--- config.mk ---
export PLATFORM = sky130hd
export DESIGN_NAME = riff_webp_chunk_walker_unit_flat
export DESIGN_NICKNAME = d
export VERILOG_FILES = /design/src/sv/rwcw_pkg.sv /design/src/sv/rwcw_byte_if.sv /design/src/sv/rwcw_rec_if.sv /design/src/sv/riff_webp_chunk_walker_unit.sv /design/src/flat_wrapper.sv
export SDC_FILE = /design/constraint.sdc
export NUM_CORES = 1
export LEC_CHECK = 0
export ABC_AREA = 1
export BUFFER_PORTS_ARGS = -buffer_cell sky130_fd_sc_hd__buf_2
export CORE_AREA = 2 2 233 235
export DETAILED_ROUTE_END_ITERATION = 12
export DIE_AREA = 0 0 235 237
export GPL_TIMING_DRIVEN = 0
export PLACE_DENSITY = 0.81
export RECOVER_POWER = 100
export SYNTH_ARGS = -nofsm -noshare
export SYNTH_HDL_FRONTEND = slang
export SYNTH_SLANG_ARGS = --single-unit
--- constraint.sdc ---
create_clock -name clk -period 10.3 [get_ports clk]
set_input_delay 0 -clock clk [delete_from_list [all_inputs] [get_ports clk]]
set_output_delay 0 -clock clk [all_outputs]
set_load 0.01 [all_outputs]
--- src/sv/rwcw_pkg.sv ---
`default_nettype none
package rwcw_pkg;

  localparam int unsigned PosWidth = 33;
  localparam logic [PosWidth-1:0] PosMax = {PosWidth{1'b1}};
  localparam logic [PosWidth-1:0] RiffPreamble = 33'd8;
  localparam logic [PosWidth-1:0] ChunkHeaderLen = 33'd8;
  localparam int unsigned QueueDepth = 4;
  localparam int unsigned QueuePtrWidth = $clog2(QueueDepth);

  typedef enum logic [1:0] {
    PH_HEADER,
    PH_CHDR,
    PH_PAYLOAD,
    PH_DONE
  } phase_t;

  typedef enum logic [2:0] {
    ST_OK       = 3'd0,
    ST_NOT_WEBP = 3'd1,
    ST_TRUNC    = 3'd2,
    ST_FRAMING  = 3'd3,
    ST_RUNAWAY  = 3'd4
  } status_t;

  typedef enum logic {
    KIND_CHUNK  = 1'b0,
    KIND_STATUS = 1'b1
  } kind_t;

  typedef struct packed {
    kind_t       record_kind;
    logic [31:0] chunk_tag;
    logic [31:0] chunk_length;
    status_t     status;
    logic        last;
  } record_t;

  function automatic logic [7:0] riff_byte(input logic [1:0] idx);
    logic [7:0] b;
    case (idx)
      2'd0:    b = 8'h52;
      2'd1:    b = 8'h49;
      2'd2:    b = 8'h46;
      default: b = 8'h46;
    endcase
    return b;
  endfunction

  function automatic logic [7:0] webp_byte(input logic [1:0] idx);
    logic [7:0] b;
    case (idx)
      2'd0:    b = 8'h57;
      2'd1:    b = 8'h45;
      2'd2:    b = 8'h42;
      default: b = 8'h50;
    endcase
    return b;
  endfunction

endpackage
`default_nettype wire

--- src/sv/rwcw_byte_if.sv ---
`default_nettype none
interface rwcw_byte_if;
  logic       valid;
  logic       ready;
  logic [7:0] data_byte;
  logic       end_of_file;

  modport source (output valid, output data_byte, output end_of_file, input ready);
  modport sink (input valid, input data_byte, input end_of_file, output ready);
endinterface
`default_nettype wire

--- src/sv/rwcw_rec_if.sv ---
`default_nettype none
interface rwcw_rec_if;
  logic        valid;
  logic        ready;
  logic        record_kind;
  logic [31:0] chunk_tag;
  logic [31:0] chunk_length;
  logic [2:0]  status;
  logic        last;

  modport source (
    output valid, output record_kind, output chunk_tag, output chunk_length,
    output status, output last, input ready
  );
  modport sink (
    input valid, input record_kind, input chunk_tag, input chunk_length,
    input status, input last, output ready
  );
endinterface
`default_nettype wire

--- src/sv/riff_webp_chunk_walker_unit.sv ---
`default_nettype none
// Walks a RIFF/WebP file given one byte per word on the byte channel and
// emits a record word for each well-formed chunk header, then one status
// word (last set) on the byte flagged end_of_file, after which it is ready
// for the next file. The block takes one byte per cycle; a byte that
// completes a chunk header and also ends the file yields two record words,
// which a four-entry output queue absorbs, so the byte channel stalls only
// while that queue holds more than two words.
module riff_webp_chunk_walker_unit (
  input  logic             clk,
  input  logic             rst,
  rwcw_byte_if.sink        bytes,
  rwcw_rec_if.source       records
);
  import rwcw_pkg::*;

  phase_t               phase, phase_next;
  logic [PosWidth-1:0]  file_position, file_position_next;
  logic [PosWidth-1:0]  declared_end, declared_end_next;
  logic [3:0]           header_byte_count, header_byte_count_next;
  logic [31:0]          tag_shift, tag_shift_next;
  logic [31:0]          size_shift, size_shift_next;
  logic [PosWidth-1:0]  payload_left, payload_left_next;
  status_t              verdict, verdict_next;

  logic                 accept;
  logic [7:0]           b;
  logic [PosWidth-1:0]  pos_inc;
  logic [PosWidth-1:0]  dend_sel;
  logic                 bc_done;
  logic                 bc_framing;
  logic [31:0]          size_full;
  logic [PosWidth-1:0]  adv;
  logic                 runaway;
  logic [PosWidth-1:0]  pl_dec;
  logic [31:0]          byte_shifted;
  logic [2:0]           chdr_idx;
  logic                 do_begin;
  logic                 push_chunk;
  logic                 push_status;
  status_t              final_status;

  record_t                  queue [QueueDepth];
  logic [QueuePtrWidth-1:0] wr_ptr, rd_ptr;
  logic [QueuePtrWidth:0]   count;
  logic [1:0]               n_push;
  logic                     pop;
  record_t                  rec_a, rec_b, head;

  assign accept = bytes.valid && bytes.ready;
  assign b = bytes.data_byte;
  assign pos_inc = (file_position == PosMax) ? file_position : file_position + 33'd1;
  assign dend_sel = (phase == PH_HEADER) ? ({1'b0, size_shift} + RiffPreamble) : declared_end;
  assign bc_done = pos_inc >= dend_sel;
  assign bc_framing = (dend_sel - pos_inc) < ChunkHeaderLen;
  assign size_full = {b, size_shift[23:0]};
  assign adv = ({1'b0, size_full} + 33'd1) & ~33'd1;
  assign runaway = ({1'b0, pos_inc} + {1'b0, adv}) > {1'b0, declared_end};
  assign pl_dec = (payload_left != '0) ? payload_left - 33'd1 : payload_left;
  assign byte_shifted = {24'b0, b} << {header_byte_count[1:0], 3'b000};
  assign chdr_idx = header_byte_count[2:0];

  always_comb begin
    phase_next = phase;
    file_position_next = file_position;
    declared_end_next = declared_end;
    header_byte_count_next = header_byte_count;
    tag_shift_next = tag_shift;
    size_shift_next = size_shift;
    payload_left_next = payload_left;
    verdict_next = verdict;
    do_begin = 1'b0;
    push_chunk = 1'b0;
    push_status = 1'b0;
    final_status = ST_OK;
    if (accept) begin
      file_position_next = pos_inc;
      unique case (phase)
        PH_HEADER: begin
          header_byte_count_next = header_byte_count + 4'd1;
          if (header_byte_count < 4'd4) begin
            if (b != riff_byte(header_byte_count[1:0])) begin
              verdict_next = ST_NOT_WEBP;
              phase_next = PH_DONE;
            end
          end else if (header_byte_count < 4'd8) begin
            size_shift_next = size_shift | byte_shifted;
          end else if (header_byte_count < 4'd12) begin
            if (b != webp_byte(header_byte_count[1:0])) begin
              verdict_next = ST_NOT_WEBP;
              phase_next = PH_DONE;
            end else if (header_byte_count == 4'd11) begin
              declared_end_next = dend_sel;
              do_begin = 1'b1;
            end
          end
        end
        PH_CHDR: begin
          header_byte_count_next = {1'b0, chdr_idx} + 4'd1;
          if (!chdr_idx[2]) begin
            tag_shift_next = tag_shift | byte_shifted;
          end else begin
            size_shift_next = size_shift | byte_shifted;
          end
          if (chdr_idx == 3'd7) begin
            if (runaway) begin
              verdict_next = ST_RUNAWAY;
              phase_next = PH_DONE;
            end else begin
              push_chunk = 1'b1;
              if (adv == '0) begin
                do_begin = 1'b1;
              end else begin
                payload_left_next = adv;
                phase_next = PH_PAYLOAD;
              end
            end
          end
        end
        PH_PAYLOAD: begin
          payload_left_next = pl_dec;
          if (pl_dec == '0) begin
            do_begin = 1'b1;
          end
        end
        PH_DONE: begin
        end
      endcase
      if (do_begin) begin
        if (bc_done) begin
          phase_next = PH_DONE;
        end else if (bc_framing) begin
          verdict_next = ST_FRAMING;
          phase_next = PH_DONE;
        end else begin
          phase_next = PH_CHDR;
          header_byte_count_next = '0;
          tag_shift_next = '0;
          size_shift_next = '0;
        end
      end
      if (bytes.end_of_file) begin
        push_status = 1'b1;
        if (phase_next == PH_HEADER) begin
          final_status = ST_NOT_WEBP;
        end else if (verdict_next != ST_NOT_WEBP && pos_inc < declared_end_next) begin
          final_status = ST_TRUNC;
        end else begin
          final_status = verdict_next;
        end
        phase_next = PH_HEADER;
        file_position_next = '0;
        declared_end_next = '0;
        header_byte_count_next = '0;
        tag_shift_next = '0;
        size_shift_next = '0;
        payload_left_next = '0;
        verdict_next = ST_OK;
      end
    end
  end

  always_ff @(posedge clk) begin
    if (rst) begin
      phase <= PH_HEADER;
      file_position <= '0;
      declared_end <= '0;
      header_byte_count <= '0;
      tag_shift <= '0;
      size_shift <= '0;
      payload_left <= '0;
      verdict <= ST_OK;
    end else begin
      phase <= phase_next;
      file_position <= file_position_next;
      declared_end <= declared_end_next;
      header_byte_count <= header_byte_count_next;
      tag_shift <= tag_shift_next;
      size_shift <= size_shift_next;
      payload_left <= payload_left_next;
      verdict <= verdict_next;
    end
  end

  always_comb begin
    rec_b.record_kind = KIND_STATUS;
    rec_b.chunk_tag = '0;
    rec_b.chunk_length = '0;
    rec_b.status = final_status;
    rec_b.last = 1'b1;
    if (push_chunk) begin
      rec_a.record_kind = KIND_CHUNK;
      rec_a.chunk_tag = tag_shift;
      rec_a.chunk_length = size_full;
      rec_a.status = ST_OK;
      rec_a.last = 1'b0;
    end else begin
      rec_a = rec_b;
    end
  end

  assign n_push = {1'b0, push_chunk} + {1'b0, push_status};
  assign pop = records.valid && records.ready;
  assign bytes.ready = count <= 3'(QueueDepth - 2);

  always_ff @(posedge clk) begin
    if (n_push != 2'd0) begin
      queue[wr_ptr] <= rec_a;
    end
    if (n_push == 2'd2) begin
      queue[wr_ptr + QueuePtrWidth'(1)] <= rec_b;
    end
  end

  always_ff @(posedge clk) begin
    if (rst) begin
      wr_ptr <= '0;
      rd_ptr <= '0;
      count <= '0;
    end else begin
      wr_ptr <= wr_ptr + QueuePtrWidth'(n_push);
      rd_ptr <= rd_ptr + QueuePtrWidth'(pop);
      count <= count + (QueuePtrWidth + 1)'(n_push) - (QueuePtrWidth + 1)'(pop);
    end
  end

  assign head = queue[rd_ptr];
  assign records.valid = count != '0;
  assign records.record_kind = head.record_kind;
  assign records.chunk_tag = head.chunk_tag;
  assign records.chunk_length = head.chunk_length;
  assign records.status = head.status;
  assign records.last = head.last;

endmodule
`default_nettype wire

--- src/flat_wrapper.sv ---
// flat-port wrapper written by rule: the top's interface ports become plain ports
module riff_webp_chunk_walker_unit_flat import rwcw_pkg::*;
  (clk, rst, bytes_valid, bytes_data_byte, bytes_end_of_file, bytes_ready, records_valid, records_record_kind, records_chunk_tag, records_chunk_length, records_status, records_last, records_ready);
  rwcw_byte_if bytes_i ();
  rwcw_rec_if records_i ();
  input  logic clk;
  input  logic rst;
  input wire logic [$bits(bytes_i.valid)-1:0] bytes_valid;
  input wire logic [$bits(bytes_i.data_byte)-1:0] bytes_data_byte;
  input wire logic [$bits(bytes_i.end_of_file)-1:0] bytes_end_of_file;
  output wire logic [$bits(bytes_i.ready)-1:0] bytes_ready;
  output wire logic [$bits(records_i.valid)-1:0] records_valid;
  output wire logic [$bits(records_i.record_kind)-1:0] records_record_kind;
  output wire logic [$bits(records_i.chunk_tag)-1:0] records_chunk_tag;
  output wire logic [$bits(records_i.chunk_length)-1:0] records_chunk_length;
  output wire logic [$bits(records_i.status)-1:0] records_status;
  output wire logic [$bits(records_i.last)-1:0] records_last;
  input wire logic [$bits(records_i.ready)-1:0] records_ready;
  assign bytes_i.valid = bytes_valid;
  assign bytes_i.data_byte = bytes_data_byte;
  assign bytes_i.end_of_file = bytes_end_of_file;
  assign bytes_ready = bytes_i.ready;
  assign records_valid = records_i.valid;
  assign records_record_kind = records_i.record_kind;
  assign records_chunk_tag = records_i.chunk_tag;
  assign records_chunk_length = records_i.chunk_length;
  assign records_status = records_i.status;
  assign records_last = records_i.last;
  assign records_i.ready = records_ready;
  riff_webp_chunk_walker_unit u_core (.clk(clk), .rst(rst), .bytes(bytes_i), .records(records_i));
endmodule
==> impl_metrics.ini <==
[placement]
port_buffers = 77
dp_worst_setup_slack_ns = 0.971
globalplace.congestion = 1.05
place_inst = 5271
hpwl_um = 79400

[timing]
finClkSkew_ns = 0.0156
finalSetupViolCount = 0
fmax_mhz = 104
finalHoldWorstSlack_ns = 0.0139
setup-tns-final_ns = 0
slew-limit-headroom = 0.202
period_share = 0.937
worst_pin_slew_ns = 1.20
rsz0062_at_grt = false
count_of_final_hold_check_violations = 0
timing.final.crit_period_ns = 9.65
setup_ws_ns = 0.646
slew_violations = 0

[job]
max_cap_viol_count = 0

[floorplanning]
die_height_um = 237
placeable_core_region_um2 = 53300
area_of_the_die_um2 = 55700
initial_core_util = 0.544
die_w_um = 235
rows = 85
top_level_ports = 84

[clock_tree]
post-cts-setup-buffer-count = 0
clockBufferDepth = 3
cts_tree = yes
post_cts_resized = 0
holdBufCountCts = 3
clock_root_buffer_master = sky130_fd_sc_hd__clkbuf_16
cts.htree.levels = 2
worst_setup_hold_path_clk_slew_ns = 0.06
clock_sink_count = 451
clock_insertion_delay_worst_skew_ns = 0.62
cts-buffers-inserted = 48

[grt]
initial_antenna_violation_count = 0
globalRouteTotalUtil = 0.354
first_pass_grt_wire_length_um = 157000
pin_count_of_the_biggest_net_entering_global_routing = 15
vias_in_the_first_global_route = 28892
globalRoute.totalOverflow = 0

[synthesis]
synth.lib_cells_used.distinct = 61
cell_type_with_the_largest_total_area_after_synthesis = sky130_fd_sc_hd__dfxtp_1
netlist_instances = 4498
synth.yosys.seq_area_share = 0.316
number_of_synthesized_flops_with_an_enable_pin = 12
ys_dominant_reg_cell = sky130_fd_sc_hd__dfxtp_1
avgSynthCellArea_um2 = 6.44
synth.ff_latch_count = 451
synth.yosys.warnings = 0
synth.cell_area_um2 = 29000
synth_most_common_cell = sky130_fd_sc_hd__nand2_1
postSynth.asyncResetShare = 0
post_synth_main_area_contributors = sky130_fd_sc_hd__dfxtp_1, sky130_fd_sc_hd__nand2_1, sky130_fd_sc_hd__inv_1
mappedNetlistNets = 4661
synth_top_cell_area_share = 0.303
yosys-top-cells-count = sky130_fd_sc_hd__nand2_1, sky130_fd_sc_hd__inv_1, sky130_fd_sc_hd__a21oi_1, sky130_fd_sc_hd__dfxtp_1, sky130_fd_sc_hd__nor2_1

[routing]
num_vias = 30891
route.final.wire_length_um = 103000
dr.pass1.iters = 6
vias_per_cell = 5.76
first_iter_violations = 3097
wl_per_cell_um = 19.2
drt.antenna.violating_nets = 0
drcViolationCount = 0

[power]
totalPowerFinal_uw = 6740
leakage_uw = 0.0147
powerDensity_nw_per_um2 = 212
ir_drop_mv = 0.140

[worst_setup_path]
path_class = register to register
setup.worst_path.start_class = register
worstSetupEndpointType = register
critPathMostFrequentCell = sky130_fd_sc_hd__nand2_1
critPathSlowestCell = sky130_fd_sc_hd__clkbuf_1
critical_path.max_fanout = 10
critical_path_arrival_ns = 10.12
cp_data_required_time_ns = 10.76
timing.critical_path.slowest_cell_delay_ns = 0.66

[cells_and_area]
nFillCells = 5154
layout-area-overhead-vs-synth_pct = 9.53
post_route_cells_drive_above_1_share = 0.0368
fin_cells = 5365
design.final.nets = 4791

[status]
outcome = finished, final reports clean

[worst_hold_path]
min_path_type = input port to register
## path summary, 6_finish.rpt
path                                         startpoint                   to  slack [ns]  cells after the start
worst max-delay path            u_core.file_position[0]  u_core.queue[1][54]        0.65                     40
worst max register to register  u_core.file_position[0]  u_core.queue[1][54]        0.65                     40
worst min register to register       u_core.queue[1][0]   u_core.queue[1][0]        0.45                      2
worst min-delay path                      records_ready     u_core.rd_ptr[0]        0.01                      5
## through the flow
step	instance area [µm²]	utilization
final	31800	0.596
after global routing	31700	0.596
after CTS	31900	0.599
after detailed placement	30200	0.568
after global placement	30200	0.568
after floorplan	29000	-
## routing by layer
metal | track usage | vias to the layer above | wire length (µm)
li1 | - | 15039 | -
met3 | 0.0593 | 349 | 8580
met4 | 0.206 | 0 | 6400
met5 | 0 | - | 0
met1 | 0.435 | 14087 | 41400
met2 | 0.587 | 1416 | 46500
## critical path, delay by kind of cell (launching register included)
family          cells  cell delay, ns
xor+xnor            1            0.16
simple gates       19            3.08
flops               1            0.42
compound gates     11            2.97
fa+ha+maj           4            1.10
buf+inv             5            1.74
## logic make-up (layout without fill, tap and decap cells)
logic type / count (synthesis) / count (layout) / share of synthesized area
fa+ha+maj: 150 / 150 / 0.0653
xor+xnor: 94 / 94 / 0.0287
other cells: 0 / 1 / 0
compound gates: 1091 / 1091 / 0.211
simple gates: 1753 / 1753 / 0.252
buf+inv: 959 / 1129 / 0.127
flops: 451 / 451 / 0.316
## cells in the final DEF, fill, tap and decap left out, types with 7 or more instances in the layout
master	n
sky130_fd_sc_hd__a21oi_1	477
sky130_fd_sc_hd__clkbuf_8	11
sky130_fd_sc_hd__a211oi_1	10
sky130_fd_sc_hd__edfxtp_1	12
sky130_fd_sc_hd__xnor2_1	20
sky130_fd_sc_hd__o21ai_0	199
sky130_fd_sc_hd__nand2_1	1035
sky130_fd_sc_hd__o21ai_1	13
sky130_fd_sc_hd__nor4_1	30
sky130_fd_sc_hd__buf_1	11
sky130_fd_sc_hd__dfxtp_1	439
sky130_fd_sc_hd__clkbuf_16	49
sky130_fd_sc_hd__nor2_1	348
sky130_fd_sc_hd__nor3_1	42
sky130_fd_sc_hd__buf_2	25
sky130_fd_sc_hd__clkinv_2	9
sky130_fd_sc_hd__or2_2	18
sky130_fd_sc_hd__a31oi_1	20
sky130_fd_sc_hd__nand3_1	175
sky130_fd_sc_hd__ha_1	148
sky130_fd_sc_hd__xor2_1	73
sky130_fd_sc_hd__o21a_1	7
sky130_fd_sc_hd__inv_1	727
sky130_fd_sc_hd__o211ai_1	27
sky130_fd_sc_hd__nor2_2	17
sky130_fd_sc_hd__nand3b_1	8
sky130_fd_sc_hd__o22ai_1	287
sky130_fd_sc_hd__o31ai_1	24
sky130_fd_sc_hd__nand4_1	55
sky130_fd_sc_hd__clkbuf_1	270
## state kept, by name, indices dropped and copies added, names as in the netlist, 3 cells and up
signal,flops
u_core.count,3
u_core.declared_end,33
u_core.file_position,33
u_core.header_byte_count,4
u_core.payload_left,33
u_core.queue,272
u_core.size_shift,32
u_core.tag_shift,32
u_core.verdict,3
## cell type report
cell class              count  area (µm²)  area share
repair buffers             80         327      0.0103
flip-flops and latches    451        9150       0.288
diodes                      1        2.50   0.0000788
multi-input cells        3088       16100       0.507
plain buffers             225         896      0.0282
clock buffers              71        1420      0.0447
clock inverters            19         223     0.00701
well taps                 696         871      0.0274
inverters                 734        2760      0.0868
## report_power, final
group          switching [µW]  internal, µW  total [µW]  leakage [µW]
Clock                     776          1040        1810      0.000805
Sequential                141          2050        2190       0.00371
Combinational            1880           847        2730        0.0102
Total                    2800          3940        6740        0.0147
(Power assumes the default switching activity.)
